### config.mk
export PLATFORM = sky130hd
export DESIGN_NAME = motor_stall_guard
export DESIGN_NICKNAME = d
export VERILOG_FILES = /design/src/rtl/msg_pkg.sv /design/src/rtl/msg_ram.sv /design/src/rtl/msg_div.sv /design/src/rtl/msg_datapath.sv /design/src/rtl/msg_ctrl.sv /design/src/rtl/motor_stall_guard.sv
export SDC_FILE = /design/constraint.sdc
export NUM_CORES = 2
export LEC_CHECK = 0
export ABC_AREA = 0
export BUFFER_PORTS_ARGS = -buffer_cell sky130_fd_sc_hd__buf_2
export CAP_MARGIN = 20
export CORE_UTILIZATION = 43
export DETAILED_ROUTE_END_ITERATION = 8
export PLACE_DENSITY_LB_ADDON = 0.05
export SYNTH_ARGS = -nofsm -noshare
export SYNTH_HDL_FRONTEND = slang
export SYNTH_SLANG_ARGS = --single-unit
### constraint.sdc
create_clock -name clk_i -period 23.6 [get_ports clk_i]
set_input_delay 3.54 -clock clk_i [delete_from_list [all_inputs] [get_ports clk_i]]
set_output_delay 3.54 -clock clk_i [all_outputs]
set_load 0.1 [all_outputs]
### src/rtl/msg_pkg.sv
// Shared types and constants of the motor stall guard.
`timescale 1ns / 1ps
`default_nettype none

package msg_pkg;

  // Field and register widths.
  localparam int unsigned VAL_W   = 16;
  localparam int unsigned NUM_W   = 36;  // scale * current * 16
  localparam int unsigned DEN_W   = 32;  // command * battery
  localparam int unsigned QUO_W   = 16;  // quotient bits produced by the divider
  localparam int unsigned STEP_W  = 5;   // divider step counter
  localparam int unsigned PADDR_W = 5;
  localparam int unsigned PDATA_W = 32;

  // Register indexes on the configuration port.
  localparam logic [2:0] REG_RATIO_SCALE     = 3'd0;
  localparam logic [2:0] REG_MIN_COMMAND     = 3'd1;
  localparam logic [2:0] REG_RATIO_THRESHOLD = 3'd2;
  localparam logic [2:0] REG_CURRENT_FLOOR   = 3'd3;
  localparam logic [2:0] REG_DETECT_TICKS    = 3'd4;
  localparam logic [2:0] REG_SHORT_TICKS     = 3'd5;
  localparam logic [2:0] REG_LONG_TICKS      = 3'd6;
  localparam logic [2:0] REG_COMMAND_MARGIN  = 3'd7;

  // Status codes reported with each result.
  localparam logic [1:0] STATUS_WORKING     = 2'd0;
  localparam logic [1:0] STATUS_SHORT_STALL = 2'd1;
  localparam logic [1:0] STATUS_LONG_STALL  = 2'd2;

  // Direction codes.
  localparam logic [1:0] DIR_CLOSE = 2'b01;
  localparam logic [1:0] DIR_OPEN  = 2'b11;

  // Grip cycle phases.
  localparam logic [1:0] PHASE_IDLE    = 2'd0;
  localparam logic [1:0] PHASE_CLOSING = 2'd1;
  localparam logic [1:0] PHASE_GRIPPED = 2'd2;
  localparam logic [1:0] PHASE_DONE    = 2'd3;

  // Configuration register set.
  typedef struct packed {
    logic [VAL_W-1:0] ratio_scale;
    logic [VAL_W-1:0] min_command;
    logic [VAL_W-1:0] ratio_threshold;
    logic [VAL_W-1:0] current_floor;
    logic [VAL_W-1:0] detect_ticks;
    logic [VAL_W-1:0] short_ticks;
    logic [VAL_W-1:0] long_ticks;
    logic [VAL_W-1:0] command_margin;
  } cfg_t;

  localparam cfg_t CFG_RESET = '{
    ratio_scale:     16'd256,
    min_command:     16'd128,
    ratio_threshold: 16'd3686,
    current_floor:   16'd500,
    detect_ticks:    16'd10,
    short_ticks:     16'd100,
    long_ticks:      16'd1000,
    command_margin:  16'd256
  };

  // Commands from the controller to the datapath.
  typedef struct packed {
    logic load;       // capture the input word
    logic mul;        // form the products
    logic div_start;  // launch the divider
    logic ring_upd;   // store the ratio and update the ring sum
    logic avg;        // capture the moving average of the ring
    logic finish;     // run the stall logic and load the result word
  } dp_cmd_t;

  // Status from the datapath to the controller.
  typedef struct packed {
    logic div_done;
  } dp_stat_t;

endpackage

`default_nettype wire

### src/rtl/msg_ram.sv
// Generic single-port-write, registered-read RAM.
`timescale 1ns / 1ps
`default_nettype none

module msg_ram #(
  parameter int unsigned WIDTH = 16,
  parameter int unsigned DEPTH = 8
) (
  input  wire logic                                    clk_i,
  input  wire logic                                    we_i,
  input  wire logic [((DEPTH > 1) ? $clog2(DEPTH) : 1)-1:0] waddr_i,
  input  wire logic [WIDTH-1:0]                        wdata_i,
  input  wire logic [((DEPTH > 1) ? $clog2(DEPTH) : 1)-1:0] raddr_i,
  output logic      [WIDTH-1:0]                        rdata_o
);

  logic [WIDTH-1:0] mem_q [DEPTH];
  logic [WIDTH-1:0] rdata_q;

  // Write port and registered read port.
  always_ff @(posedge clk_i) begin
    if (we_i) begin
      mem_q[waddr_i] <= wdata_i;
    end
    rdata_q <= mem_q[raddr_i];
  end

  assign rdata_o = rdata_q;

endmodule

`default_nettype wire

### src/rtl/msg_div.sv
// Restoring divider that produces a 16-bit quotient one bit per cycle.
`timescale 1ns / 1ps
`default_nettype none

module msg_div
  import msg_pkg::*;
(
  input  wire logic             clk_i,
  input  wire logic             rst_ni,
  input  wire logic             start_i,
  input  wire logic [NUM_W-1:0] num_i,
  input  wire logic [DEN_W-1:0] den_i,
  output logic                  done_o,
  output logic                  sat_o,
  output logic      [QUO_W-1:0] quo_o
);

  logic              busy_q, busy_d;
  logic              done_q, done_d;
  logic [STEP_W-1:0] cnt_q, cnt_d;
  logic [DEN_W-1:0]  rem_q, rem_d;
  logic [DEN_W-1:0]  den_q, den_d;
  logic [QUO_W-1:0]  low_q, low_d;
  logic              sat_q, sat_d;
  logic [DEN_W:0]    trial;
  logic [DEN_W:0]    diff;
  logic              fits;

  // One quotient bit per step: shift in the next numerator bit, try to subtract.
  always_comb begin
    trial = {rem_q, low_q[QUO_W-1]};
    diff  = trial - {1'b0, den_q};
    fits  = (trial >= {1'b0, den_q});
  end

  always_comb begin
    busy_d = busy_q;
    done_d = 1'b0;
    cnt_d  = cnt_q;
    rem_d  = rem_q;
    den_d  = den_q;
    low_d  = low_q;
    sat_d  = sat_q;
    if (start_i) begin
      // The upper numerator bits start as the partial remainder; when they
      // already reach the divisor the quotient does not fit in 16 bits.
      busy_d = 1'b1;
      cnt_d  = STEP_W'(QUO_W);
      rem_d  = DEN_W'(num_i[NUM_W-1:QUO_W]);
      low_d  = num_i[QUO_W-1:0];
      den_d  = den_i;
      sat_d  = (DEN_W'(num_i[NUM_W-1:QUO_W]) >= den_i);
    end else if (busy_q) begin
      rem_d = fits ? diff[DEN_W-1:0] : trial[DEN_W-1:0];
      low_d = {low_q[QUO_W-2:0], fits};
      cnt_d = cnt_q - STEP_W'(1);
      if (cnt_q == STEP_W'(1)) begin
        busy_d = 1'b0;
        done_d = 1'b1;
      end
    end
  end

  always_ff @(posedge clk_i or negedge rst_ni) begin
    if (!rst_ni) begin
      busy_q <= 1'b0;
      done_q <= 1'b0;
      cnt_q  <= '0;
    end else begin
      busy_q <= busy_d;
      done_q <= done_d;
      cnt_q  <= cnt_d;
    end
  end

  always_ff @(posedge clk_i) begin
    rem_q <= rem_d;
    den_q <= den_d;
    low_q <= low_d;
    sat_q <= sat_d;
  end

  assign done_o = done_q;
  assign sat_o  = sat_q;
  assign quo_o  = low_q;

endmodule

`default_nettype wire

### src/rtl/msg_datapath.sv
// Datapath: products, ratio ring, moving average and stall bookkeeping.
`timescale 1ns / 1ps
`default_nettype none

module msg_datapath
  import msg_pkg::*;
#(
  parameter int unsigned RING_DEPTH = 8
) (
  input  wire logic             clk_i,
  input  wire logic             rst_ni,
  input  wire cfg_t             cfg_i,
  input  wire dp_cmd_t          cmd_i,
  output dp_stat_t              stat_o,
  input  wire logic [VAL_W-1:0] applied_command_i,
  input  wire logic [VAL_W-1:0] requested_command_i,
  input  wire logic signed [1:0] direction_i,
  input  wire logic             dir_changed_i,
  input  wire logic [VAL_W-1:0] current_level_i,
  input  wire logic [VAL_W-1:0] battery_level_i,
  output logic      [1:0]       status_o,
  output logic                  stop_motor_o,
  output logic      [VAL_W-1:0] ratio_average_o,
  output logic      [VAL_W-1:0] direction_changes_o,
  output logic      [VAL_W-1:0] grip_cycles_o,
  output logic                  counts_updated_o
);

  localparam int unsigned PTR_W = (RING_DEPTH > 1) ? $clog2(RING_DEPTH) : 1;
  localparam int unsigned LOG_D = $clog2(RING_DEPTH);
  localparam int unsigned SUM_W = VAL_W + LOG_D;
  localparam logic [PTR_W-1:0] PTR_LAST = PTR_W'(RING_DEPTH - 1);
  localparam logic [VAL_W-1:0] VAL_MAX  = '1;

  // Exact floor division of the ring sum by the depth: multiply by the rounded-up
  // reciprocal and shift. One extra bit over the sum width keeps it exact.
  localparam int unsigned MEAN_SH = SUM_W + LOG_D;
  localparam int unsigned RCP_W   = SUM_W + 1;
  localparam int unsigned PROD_W  = SUM_W + RCP_W;
  localparam logic [RCP_W-1:0] MEAN_RCP =
    RCP_W'(((64'd1 << MEAN_SH) + 64'(RING_DEPTH) - 64'd1) / 64'(RING_DEPTH));

  // Captured input word.
  logic [VAL_W-1:0] applied_q, requested_q, current_q, battery_q;
  logic [1:0]       dir_q;
  logic             changed_q;

  // Products.
  logic [NUM_W-1:0] num_q;
  logic [DEN_W-1:0] den_q;
  logic [DEN_W-1:0] lim_new_q;  // margin times this tick's command
  logic [DEN_W-1:0] lim_old_q;  // margin times the stored stall command
  logic             zero_q;

  // Ring and moving average.
  logic [PTR_W-1:0]  ptr_q;
  logic              full_q;
  logic [SUM_W-1:0]  sum_q;
  logic [VAL_W-1:0]  ring_rdata;
  logic [VAL_W-1:0]  old_ratio;
  logic [VAL_W-1:0]  ratio;
  logic [PROD_W-1:0] mean_prod;
  logic [VAL_W-1:0]  mean_q;

  // Stall and grip state.
  logic [VAL_W-1:0] det_q, st_q, last_q, chg_q, cyc_q;
  logic             act_q;
  logic [1:0]       phase_q;

  // Result word.
  logic [1:0]       status_q;
  logic             stop_q;
  logic [VAL_W-1:0] avg_q;
  logic             upd_q;

  // Divider.
  logic             div_done, div_sat;
  logic [QUO_W-1:0] div_quo;

  // Next-state of the stall logic.
  logic             closing, opening, over, stall_hit;
  logic [VAL_W-1:0] det1, det2, st1, last1, chg1, cyc1;
  logic             act1, stop1, upd1;
  logic [1:0]       status1, ph1;
  logic [DEN_W-1:0] limit;

  // Input capture.
  always_ff @(posedge clk_i) begin
    if (cmd_i.load) begin
      applied_q   <= applied_command_i;
      requested_q <= requested_command_i;
      dir_q       <= direction_i;
      changed_q   <= dir_changed_i;
      current_q   <= current_level_i;
      battery_q   <= battery_level_i;
    end
  end

  // Products for the ratio and for the restart test.
  always_ff @(posedge clk_i) begin
    if (cmd_i.mul) begin
      num_q     <= (NUM_W'(cfg_i.ratio_scale) * NUM_W'(current_q)) << 4;
      den_q     <= DEN_W'(applied_q) * DEN_W'(battery_q);
      lim_new_q <= DEN_W'(cfg_i.command_margin) * DEN_W'(applied_q);
      lim_old_q <= DEN_W'(cfg_i.command_margin) * DEN_W'(last_q);
      zero_q    <= (applied_q <= cfg_i.min_command) || (battery_q == '0);
    end
  end

  msg_div u_div (
    .clk_i  (clk_i),
    .rst_ni (rst_ni),
    .start_i(cmd_i.div_start),
    .num_i  (num_q),
    .den_i  (den_q),
    .done_o (div_done),
    .sat_o  (div_sat),
    .quo_o  (div_quo)
  );

  assign stat_o.div_done = div_done;

  // Ring storage; entries not yet written since reset read as zero.
  msg_ram #(
    .WIDTH(VAL_W),
    .DEPTH(RING_DEPTH)
  ) u_ring (
    .clk_i  (clk_i),
    .we_i   (cmd_i.ring_upd),
    .waddr_i(ptr_q),
    .wdata_i(ratio),
    .raddr_i(ptr_q),
    .rdata_o(ring_rdata)
  );

  assign old_ratio = full_q ? ring_rdata : '0;
  assign ratio     = zero_q ? '0 : (div_sat ? VAL_MAX : div_quo);

  always_ff @(posedge clk_i or negedge rst_ni) begin
    if (!rst_ni) begin
      ptr_q  <= '0;
      full_q <= 1'b0;
      sum_q  <= '0;
    end else if (cmd_i.ring_upd) begin
      sum_q <= sum_q - SUM_W'(old_ratio) + SUM_W'(ratio);
      if (ptr_q == PTR_LAST) begin
        ptr_q  <= '0;
        full_q <= 1'b1;
      end else begin
        ptr_q <= ptr_q + PTR_W'(1);
      end
    end
  end

  // Moving average, captured the cycle after the ring sum is updated.
  assign mean_prod = PROD_W'(sum_q) * PROD_W'(MEAN_RCP);

  always_ff @(posedge clk_i) begin
    if (cmd_i.avg) begin
      mean_q <= mean_prod[MEAN_SH +: VAL_W];
    end
  end

  // Stall detection, stall timing, restart test and grip counting.
  always_comb begin
    closing   = (dir_q == DIR_CLOSE);
    opening   = (dir_q == DIR_OPEN);
    over      = (mean_q > cfg_i.ratio_threshold) && (current_q > cfg_i.current_floor);
    det1      = over ? ((det_q == VAL_MAX) ? det_q : det_q + VAL_W'(1)) : '0;
    act1      = act_q;
    st1       = st_q;
    last1     = last_q;
    ph1       = phase_q;
    stall_hit = (det1 >= cfg_i.detect_ticks);
    if (stall_hit) begin
      act1  = 1'b1;
      st1   = '0;
      last1 = applied_q;
      if ((phase_q == PHASE_CLOSING) && closing) begin
        ph1 = PHASE_GRIPPED;
      end
    end else if (act_q) begin
      st1 = (st_q == VAL_MAX) ? st_q : st_q + VAL_W'(1);
    end
    if (st1 >= cfg_i.long_ticks) begin
      act1 = 1'b0;
    end

    limit   = stall_hit ? lim_new_q : lim_old_q;
    det2    = det1;
    stop1   = 1'b0;
    status1 = STATUS_WORKING;
    if (act1) begin
      if (st1 < cfg_i.short_ticks) begin
        stop1   = 1'b1;
        status1 = STATUS_SHORT_STALL;
      end else begin
        status1 = STATUS_LONG_STALL;
        det2    = '0;
        stop1   = !changed_q && (DEN_W'({requested_q, 8'h00}) < limit);
      end
    end

    chg1 = chg_q;
    cyc1 = cyc_q;
    upd1 = 1'b0;
    if (changed_q) begin
      if (closing) begin
        chg1 = chg_q + VAL_W'(1);
        upd1 = 1'b1;
      end
      if (((ph1 == PHASE_IDLE) && closing) || ((ph1 == PHASE_GRIPPED) && opening)) begin
        ph1 = ph1 + 2'd1;
      end
    end
    if (ph1 == PHASE_DONE) begin
      ph1  = PHASE_IDLE;
      cyc1 = cyc_q + VAL_W'(1);
      upd1 = 1'b1;
    end
  end

  always_ff @(posedge clk_i or negedge rst_ni) begin
    if (!rst_ni) begin
      det_q   <= '0;
      st_q    <= '0;
      act_q   <= 1'b0;
      last_q  <= '0;
      phase_q <= PHASE_IDLE;
      chg_q   <= '0;
      cyc_q   <= '0;
    end else if (cmd_i.finish) begin
      det_q   <= det2;
      st_q    <= st1;
      act_q   <= act1;
      last_q  <= last1;
      phase_q <= ph1;
      chg_q   <= chg1;
      cyc_q   <= cyc1;
    end
  end

  // Result word register.
  always_ff @(posedge clk_i) begin
    if (cmd_i.finish) begin
      status_q <= status1;
      stop_q   <= stop1;
      avg_q    <= mean_q;
      upd_q    <= upd1;
    end
  end

  assign status_o            = status_q;
  assign stop_motor_o        = stop_q;
  assign ratio_average_o     = avg_q;
  assign direction_changes_o = chg_q;
  assign grip_cycles_o       = cyc_q;
  assign counts_updated_o    = upd_q;

endmodule

`default_nettype wire

### src/rtl/msg_ctrl.sv
// Controller: sequences one word through the datapath and owns the handshakes.
`timescale 1ns / 1ps
`default_nettype none

module msg_ctrl
  import msg_pkg::*;
(
  input  wire logic     clk_i,
  input  wire logic     rst_ni,
  input  wire logic     in_valid_i,
  output logic          in_stall_o,
  output logic          out_valid_o,
  input  wire logic     out_stall_i,
  output dp_cmd_t       cmd_o,
  input  wire dp_stat_t stat_i
);

  typedef enum logic [2:0] {
    ST_IDLE,
    ST_MUL,
    ST_RSTART,
    ST_RWAIT,
    ST_RING,
    ST_AVG,
    ST_FIN
  } state_e;

  state_e state_q;
  logic   out_valid_q;
  logic   slot_free;

  assign slot_free = !out_valid_q || !out_stall_i;

  // Command decode from the current state.
  always_comb begin
    cmd_o           = '0;
    cmd_o.load      = (state_q == ST_IDLE) && in_valid_i;
    cmd_o.mul       = (state_q == ST_MUL);
    cmd_o.div_start = (state_q == ST_RSTART);
    cmd_o.ring_upd  = (state_q == ST_RING);
    cmd_o.avg       = (state_q == ST_AVG);
    cmd_o.finish    = (state_q == ST_FIN) && slot_free;
  end

  // State register and output valid.
  always_ff @(posedge clk_i or negedge rst_ni) begin
    if (!rst_ni) begin
      state_q     <= ST_IDLE;
      out_valid_q <= 1'b0;
    end else begin
      // A new result word takes the slot; otherwise an accepted word frees it.
      if ((state_q == ST_FIN) && slot_free) begin
        out_valid_q <= 1'b1;
      end else if (out_valid_q && !out_stall_i) begin
        out_valid_q <= 1'b0;
      end
      unique case (state_q)
        ST_IDLE: begin
          if (in_valid_i) begin
            state_q <= ST_MUL;
          end
        end
        ST_MUL:    state_q <= ST_RSTART;
        ST_RSTART: state_q <= ST_RWAIT;
        ST_RWAIT: begin
          if (stat_i.div_done) begin
            state_q <= ST_RING;
          end
        end
        ST_RING:   state_q <= ST_AVG;
        ST_AVG:    state_q <= ST_FIN;
        ST_FIN: begin
          if (slot_free) begin
            state_q <= ST_IDLE;
          end
        end
        default: state_q <= ST_IDLE;
      endcase
    end
  end

  assign in_stall_o  = (state_q != ST_IDLE);
  assign out_valid_o = out_valid_q;

endmodule

`default_nettype wire

### src/rtl/motor_stall_guard.sv
// Top level of the motor stall guard: configuration registers, controller and datapath.
`timescale 1ns / 1ps
`default_nettype none

// Motor stall guard. Each input word is one control tick: the block forms the
// load ratio scale*current*16/(command*battery) in Q4.12, keeps a moving average
// over RING_DEPTH ticks, and reports stall status, a stop flag and two event
// counts in one result word. For each word the block captures it, forms the
// products, starts the restoring divider that forms the ratio, sees it finish,
// updates the ring, forms the average with a reciprocal multiply and loads the
// result; only then can it accept the next word. The result register holds the
// previous word while the next one is computed, so a stalled output does not
// block input until a second result is ready. The registers must be written by
// the user over the APB port only while no word is in flight; the block itself
// does not enforce this.

module motor_stall_guard
  import msg_pkg::*;
#(
  parameter int unsigned RING_DEPTH = 8
) (
  input  wire logic               clk_i,
  input  wire logic               rst_ni,
  // Configuration port.
  input  wire logic               psel,
  input  wire logic               penable,
  input  wire logic               pwrite,
  input  wire logic [PADDR_W-1:0] paddr,
  input  wire logic [PDATA_W-1:0] pwdata,
  output logic      [PDATA_W-1:0] prdata,
  output logic                    pready,
  // Input channel.
  input  wire logic               in_valid_i,
  output logic                    in_stall_o,
  input  wire logic [VAL_W-1:0]   applied_command_i,
  input  wire logic [VAL_W-1:0]   requested_command_i,
  input  wire logic signed [1:0]  direction_i,
  input  wire logic               dir_changed_i,
  input  wire logic [VAL_W-1:0]   current_level_i,
  input  wire logic [VAL_W-1:0]   battery_level_i,
  // Output channel.
  output logic                    out_valid_o,
  input  wire logic               out_stall_i,
  output logic      [1:0]         status_o,
  output logic                    stop_motor_o,
  output logic      [VAL_W-1:0]   ratio_average_o,
  output logic      [VAL_W-1:0]   direction_changes_o,
  output logic      [VAL_W-1:0]   grip_cycles_o,
  output logic                    counts_updated_o
);

  cfg_t       cfg_q;
  logic [2:0] reg_idx;
  logic       cfg_wr;
  logic [VAL_W-1:0] rd_val;
  dp_cmd_t    cmd;
  dp_stat_t   stat;

  assign pready  = 1'b1;
  assign reg_idx = paddr[PADDR_W-1:2];
  assign cfg_wr  = psel && penable && pwrite && pready;

  // Register writes.
  always_ff @(posedge clk_i or negedge rst_ni) begin
    if (!rst_ni) begin
      cfg_q <= CFG_RESET;
    end else if (cfg_wr) begin
      unique case (reg_idx)
        REG_RATIO_SCALE:     cfg_q.ratio_scale     <= pwdata[VAL_W-1:0];
        REG_MIN_COMMAND:     cfg_q.min_command     <= pwdata[VAL_W-1:0];
        REG_RATIO_THRESHOLD: cfg_q.ratio_threshold <= pwdata[VAL_W-1:0];
        REG_CURRENT_FLOOR:   cfg_q.current_floor   <= pwdata[VAL_W-1:0];
        REG_DETECT_TICKS:    cfg_q.detect_ticks    <= pwdata[VAL_W-1:0];
        REG_SHORT_TICKS:     cfg_q.short_ticks     <= pwdata[VAL_W-1:0];
        REG_LONG_TICKS:      cfg_q.long_ticks      <= pwdata[VAL_W-1:0];
        REG_COMMAND_MARGIN:  cfg_q.command_margin  <= pwdata[VAL_W-1:0];
        default: ;
      endcase
    end
  end

  // Register readback.
  always_comb begin
    unique case (reg_idx)
      REG_RATIO_SCALE:     rd_val = cfg_q.ratio_scale;
      REG_MIN_COMMAND:     rd_val = cfg_q.min_command;
      REG_RATIO_THRESHOLD: rd_val = cfg_q.ratio_threshold;
      REG_CURRENT_FLOOR:   rd_val = cfg_q.current_floor;
      REG_DETECT_TICKS:    rd_val = cfg_q.detect_ticks;
      REG_SHORT_TICKS:     rd_val = cfg_q.short_ticks;
      REG_LONG_TICKS:      rd_val = cfg_q.long_ticks;
      REG_COMMAND_MARGIN:  rd_val = cfg_q.command_margin;
      default:             rd_val = '0;
    endcase
  end

  assign prdata = PDATA_W'(rd_val);

  msg_ctrl u_ctrl (
    .clk_i      (clk_i),
    .rst_ni     (rst_ni),
    .in_valid_i (in_valid_i),
    .in_stall_o (in_stall_o),
    .out_valid_o(out_valid_o),
    .out_stall_i(out_stall_i),
    .cmd_o      (cmd),
    .stat_i     (stat)
  );

  msg_datapath #(
    .RING_DEPTH(RING_DEPTH)
  ) u_datapath (
    .clk_i              (clk_i),
    .rst_ni             (rst_ni),
    .cfg_i              (cfg_q),
    .cmd_i              (cmd),
    .stat_o             (stat),
    .applied_command_i  (applied_command_i),
    .requested_command_i(requested_command_i),
    .direction_i        (direction_i),
    .dir_changed_i      (dir_changed_i),
    .current_level_i    (current_level_i),
    .battery_level_i    (battery_level_i),
    .status_o           (status_o),
    .stop_motor_o       (stop_motor_o),
    .ratio_average_o    (ratio_average_o),
    .direction_changes_o(direction_changes_o),
    .grip_cycles_o      (grip_cycles_o),
    .counts_updated_o   (counts_updated_o)
  );

endmodule

`default_nettype wire

# After elaboration in Yosys (flattened, before gate mapping)
# Memory sizes are Yosys's and may differ from the RTL's. A register that Yosys moved wholly into a read port is not among the register bits.
# Index checks and enable logic that the tools add are counted.
# totals
reg_bits,558
mem_count,1
output_inout_bits,87
elab_cells,175
ramBits,128
in_bits,111
# memory_table
memory,depth,width,rd,rd_ports_with_merged_regs,wr,line_no,source
u_datapath.u_ring.mem_q,8,16,1,1,1,msg_ram.sv:17,logic [WIDTH-1:0] mem_q [DEPTH];
# classes
n_mux,45
n_eq_ne,25
addsub,10
mul,4
reduce_logical,36
n_lt_le_gt_ge,9
# op_table
op,n
16-bit 2-to-1 mux,12
16-bit by 16-bit multiplier with 32-bit output,4
16-bit case mux with 8 select lines,1
"16-bit by 1-bit adder with 16-bit output, second input constant",4
32-bit 2-to-1 mux,2
20-bit 2-to-1 mux,2
33-bit by 32-bit >= comparator with 1-bit output,1
"16-bit == test, second input constant",2
16-bit >= comparator,2
20-bit by 32-bit >= comparator with 1-bit output,1
16-bit > comparator,2
24-bit by 32-bit < comparator with 1-bit output,1
32-bit subtractor,1
"3-bit == test, second input constant",8
2-bit AND reduction,11
3-bit case mux with 7 select lines,1
19-bit by 16-bit adder with 19-bit output,1
19-bit by 16-bit subtractor with 19-bit output,1
16-bit <= comparator,1
16-bit logical NOT,1
16-bit < comparator,1
1-bit 2-to-1 mux,15
"3-bit by 2-bit == test with 1-bit output, second input constant",4
2-bit 2-to-1 mux,6
19 further kinds,44

# Logic depth before layout (Yosys ltp)
# logic_depth
depth_word,12
ltp_mapped,33
depth_no_buf,26

# Cells and area by module
# A second synthesis with hierarchy kept.
# hier_totals
hier_cells,6477
hier_area_um2,67609.8
# modules_own_cells
module,cells_per_inst,area_per_inst_um2,seq_area_each_um2,n_inst
msg_datapath,5191,49779.0,9619.2,1
msg_div,607,6219.7,2487.4,1
motor_stall_guard,436,6055.8,3236.9,1
msg_ram,214,5293.8,4164.0,1
msg_ctrl,29,261.5,100.1,1

# Worst setup path before layout
# OpenSTA, ideal clock, no wires.
# synth_timing
kind,reg2reg
from,register u_ctrl.state_q[2]
to,register u_datapath.den_q[0] (enable)
path_stages_with_launch,4
n_path_buf,2
setup_ns,0.802
t_arrival_ns,10.116
setup_slack_ns,12.682
path_cell_list,dfrtp_1 clkbuf_1 clkbuf_1 nor3b_1
# synth_via
elab_chain_cells,1
# synth_rtl
item,line_no,source
from (decl),msg_ctrl.sv:28,state_e state_q;
from (signal assigned),msg_ctrl.sv:48,state_q <= ST_IDLE;
from (signal assigned),msg_ctrl.sv:60,state_q <= ST_MUL;
from (signal assigned),msg_ctrl.sv:63,ST_MUL: state_q <= ST_RSTART;
3-bit by 1-bit == test with 1-bit output,msg_ctrl.sv:38,cmd_o.mul = (state_q == ST_MUL);
to (signal assigned),msg_datapath.sv:103,den_q <= DEN_W'(applied_q) * DEN_W'(battery_q);
to (decl),msg_datapath.sv:50,logic [DEN_W-1:0] den_q;
# No other way between the ends.
# A chain may end at the register's enable or synchronous reset.

# Final worst setup path
# layout_timing
from,input paddr[2]
to,output prdata[5]
# layout_via
elab_chain_cells,2
word_cells_on_any_way,9
# layout_rtl
item,line_no,source
from (decl),motor_stall_guard.sv:28,"input wire logic [PADDR_W-1:0] paddr,"
"3-bit == test, or another cell as far along",motor_stall_guard.sv:84,unique case (reg_idx)
16-bit case mux with 8 select lines (*),motor_stall_guard.sv:84,
to (decl),motor_stall_guard.sv:30,"output logic [PDATA_W-1:0] prdata,"
# Every way passes the cells marked *; elsewhere a longest branch is shown, timed or not.

==> summary by stage <==
Power and ir drop
In this run, flip-flops and latches consume 23.9% of the power. The static power due to leakage is 33.8 nW. The clock network accounts for 17.1% of the total power. The logic gate share of total power is 59.0%.

The ratio of total power to cell area is 111 nW/um^2. The switching part of the total is 44.4%. The analysis attributes to net switching a power of 3.58 mW. Internal power comes to 4.47 mW. The peak supply drop is 0.000147 V.

Synthesis
The netlist area before placement is 66900 um^2. For this run, the number of Yosys warnings is 0. After synthesis the netlist holds a flip-flop and latch count of 702. In this run, distinct cell masters in the synthesized netlist total 92. The share of the Yosys chip area taken by registers is 29.3%. Among all flip-flop cells after synthesis, the most frequent one is edfxtp_1. Counting flops with a built-in enable in the synthesized netlist gives 429. The post-synthesis cell count is 6743.

Dividing the synthesized area by the synthesized cell count gives 9.92 um^2. In the synthesized netlist the async set-or-reset flop fraction comes to 34.9%.

Worst setup path
In this run the critical register-to-register path is captured at u_datapath.stop_motor_o. The source of the worst register-to-register timing path is u_datapath.current_q[12]. On the worst path, the slowest cell contributes a delay of 0.60 ns. The critical path's top delay family is buffers and inverters. Measured in cells, the most critical reg-to-reg path has a length of 26.

The critical path goes through buf_2 > buf_4 > inv_1 > nor2_1 > a22oi_1 > o22ai_1 > a21oi_1 > a21oi_1 > buf_2. STA classifies the critical path endpoint as an output pin. The worst setup slack for register-to-register paths is 15.23 ns. The critical path crosses 9 cells after its start point.

The library cell contributing the largest single delay on the critical path is nor2_1. The critical path ends at prdata[5]. In this run the worst path has a maximum fanout of 44.

STA puts the critical path data arrival time at 6.39 ns. The critical path in this run is classified as in -> out. The buffers plus inverters on the worst setup path is 4.

The startpoint kind of the worst setup timing path is an input pin. At the worst endpoint, the required time is 20.06 ns. The critical path launch point is paddr[2].

Route
The per-cell via count in the routed design is 5.25. The iteration-0 DRC count of the detailed router is 2839. The overall via count from detail_route is 46700. The iteration count of the initial detailed-routing pass is 7. For this block, the routed nets add up to 179 mm of wire. After detailed routing, the number of remaining DRC violations is 78.

The wire length per cell is 20.1 um. The count of nets left with antenna violations after detail routing is 0.

Timing
The number of slew-limit violations in the final report is 0. The shortest clock period the worst path allows after layout is 9.93 ns. Static timing analysis puts the maximum clock frequency at 101 MHz. Adding up every negative setup slack in the final design gives 0 ns. The worst clock skew is 0.0512 ns. The final-report hold violation count is 0. The share of the clock period used by the worst path is 42.1%. The slew of the pin with the lowest slew margin is 1.12 ns. Setup repair after global routing left no endpoint under its margin. Setup violations remaining at the end of the flow were counted as 0. The normalized max-slew margin is 25.6%.

CTS
Clock tree synthesis found a total of 702 sinks. The clock reaches the later pin of the worst-skew pair after 0.72 ns. The number of gates resized after CTS was 0.

The post-cts hold buffer count is 0. After clock tree synthesis, the clock-pin slew on the worst setup and hold paths is 0.06 ns. The number of buffers on the longest clock path is 3.

The number of clock buffers added by TritonCTS is 86. The clock tree root buffer cell is clkbuf_16. The TritonCTS clock tree is built.

The number of H-tree levels is 3. The total setup buffers inserted after CTS is 0.

Die
Once the floorplan was initialized, standard cells occupied 43.4% of the core. The chip height is 396 um. The number of standard-cell rows in the floorplan is 144. The I/O pin count is 198. The die covers 157000 um^2. From left edge to right edge, the die measures 396 um. The area inside the core boundary is 154000 um^2.

Hold path
The worst hold path class is reg -> reg.

Cells and area
The final design instance area without fill is 72600 um^2. The proportion of layout cells with a drive suffix above 1 is 7.54%. The number of nets in the final layout is 8280. The layout overhead on the synthesized area is 8.59%.

Placement
Summing all placed instances gives a cell area of 69600 um^2. The wire-length estimate of the detail-placed layout is 130 mm. Routability-driven placement finished with a final weighted congestion of 0.857. The number of port buffers is 162.

GRT
The overall track demand over capacity in global routing is 23.3%. The overall overflow remaining after global route is 0. The via count of the first global-routing pass was 48100. Entering global routing, the biggest net connects 124 pins. The number of antenna violations at the first check in global routing was 3. The first global-routing pass estimated 284 mm of wire.

Outcome
The checks that failed: design-rule violations. The run finished, with violations left.

Job
The number of maximum-capacitance constraint violations is 0.
-- metrics by stage --
step                power [mW]  instances  hold slack [ns]  worst slack (ns)  util, %
floorplan                 5.45       6758            0.426             12.68        -
global placement          6.75       8722            0.431             13.82     45.1
detailed placement        6.76       8722            0.437             13.78     45.1
CTS                       8.19       8884            0.449             13.77     47.1
global route              8.86       8886            0.454             13.52     47.1
finish                    8.05       8891            0.439             13.67     47.1
-- synth_stat cells, types with 29 or more instances --
library cell | number | area share, %
nor2b_1 | 31 | 0.29
nor2_1 | 230 | 1.3
nand2b_1 | 38 | 0.36
nor3_1 | 44 | 0.33
nand3_1 | 58 | 0.43
and2_1 | 443 | 4.1
a21o_1 | 94 | 1.1
xnor2_1 | 134 | 1.8
a21oi_1 | 235 | 1.8
edfxtp_1 | 429 | 19
a22oi_1 | 66 | 0.74
nand4_1 | 60 | 0.56
clkbuf_1 | 257 | 1.4
mux2_2 | 61 | 1.0
ha_1 | 608 | 11
nand2_1 | 905 | 5.1
a31oi_1 | 29 | 0.27
dfrtp_1 | 218 | 8.2
mux2i_1 | 52 | 0.78
and3_1 | 45 | 0.42
fa_1 | 793 | 24
inv_1 | 1148 | 6.4
xor2_1 | 64 | 0.84
o21ai_0 | 236 | 1.8
o21a_1 | 44 | 0.49
-- logic make-up after synthesis --
logic type               share of synthesized area [%]
AND/OR/NAND/NOR                                   14.0
flip-flops                                        29.3
AO/OA/AOI/OAI                                     8.71
adder cells (fa/ha/maj)                           35.1
multiplexers                                      1.94
XOR/XNOR                                          2.59
other                                           0.0112
buffers and inverters                             8.32
-- routing by layer --
layer	track usage, %	part of all wire [%]	vias up	wire, um
met5	0	0.0073	-	13
met2	37.5	46	858	82900
met4	4.76	1.9	2	3330
met1	33.9	48	23800	85100
met3	2.75	4.3	179	7700
li1	-	-	21800	-
-- final cells by class --
class | instances | area (um^2)
Timing Repair Buffer | 224 | 1330
Fill cell | 14900 | 81600
Tap cell | 2044 | 2560
Antenna cell | 5 | 12.5
Clock buffer | 113 | 2320
Clock inverter | 49 | 622
Multi-Input combinational cell | 4604 | 41900
Sequential cell | 702 | 19600
Inverter | 1150 | 4320
-- power by group through the flow --
stage | registers [mW] | clock network [mW] | logic [mW]
5_1_grt | 1.95 | 1.46 | 5.45
3_3_place_gp | 1.95 | 0 | 4.80
2_1_floorplan | 1.86 | 0 | 3.59
3_5_place_dp | 1.95 | 0 | 4.81
4_1_cts | 1.93 | 1.41 | 4.85
6_report | 1.93 | 1.38 | 4.75
-- worst min-delay path by stage --
stage                         start                            end  depth (start not counted)
2_1_floorplan  u_datapath.mean_q[0]  u_datapath.ratio_average_o[0]                          0
3_3_place_gp   u_datapath.den_q[17]     u_datapath.u_div.den_q[17]                          0
3_5_place_dp   u_datapath.den_q[19]     u_datapath.u_div.den_q[19]                          0
4_1_cts        u_datapath.den_q[19]     u_datapath.u_div.den_q[19]                          0
5_1_grt        u_datapath.den_q[19]     u_datapath.u_div.den_q[19]                          0
6_report        u_datapath.den_q[4]      u_datapath.u_div.den_q[4]                          0
-- placed cells by master (no fill, tap or decap), types with 20 or more instances in the layout --
master     netlist  routed
dfxtp_1         28      28
nor2_1         230     228
or2_2           27      28
o21ai_0        236     236
buf_4           22      59
o31ai_1         24      24
clkbuf_1       257      20
buf_2            6     161
xor2_1          64      64
nor4_1          24      24
a21oi_1        235     235
a31oi_1         29      29
o21bai_1        20      20
nand3_1         58      58
inv_1         1148    1148
a22oi_1         66      66
nand4_1         60      60
clkbuf_16        0      86
nand2b_1        38      36
edfxtp_1       429     429
and2_1         443     443
mux2i_1         52      52
ha_1           608     608
dfstp_2         27      27
nor3_1          44      38
fa_1           793     793
nor2b_1         31      31
a21o_1          94      94
and3_1          45      45
dfrtp_1        218     213
o21a_1          44      44
a211oi_1        25      25
nand2_1        905     905
mux2_2          61      61
xnor2_1        134     134
-- registers in the layout (all words and copies together) (netlist names), 19 cells and up --
register	count
cfg_q	128
u_datapath.den_q	32
u_datapath.u_div.den_q	32
u_datapath.lim_new_q	32
u_datapath.u_div.rem_q	32
u_datapath.num_q	32
u_datapath.u_ring.mem_q	128
u_datapath.lim_old_q	32
u_datapath.sum_q	19
-- worst register-to-register path: stages (launching register included) --
cell and delay, ns:
edfxtp_1 0.75, ha_1 0.49, nand4_1 0.12, nor2_1 0.13
nand3_1 0.12, a211oi_1 0.25, a211oi_1 0.14, or4_1 0.93
o21bai_1 0.33, ha_1 0.27, nand2b_1 0.09, a31oi_1 0.08
nor3_1 0.25, o41a_1 0.50, or2_2 0.50, buf_4 0.49
mux2i_1 0.40, ha_1 0.30, a21o_1 0.16, a21o_1 0.17
a21oi_1 0.13, o21ai_0 0.22, nor2_1 0.17, o21ai_0 0.10
a31o_2 0.25, a31oi_1 0.69, o21a_1 0.21
Note: power is estimated with default switching activity, not from simulation.
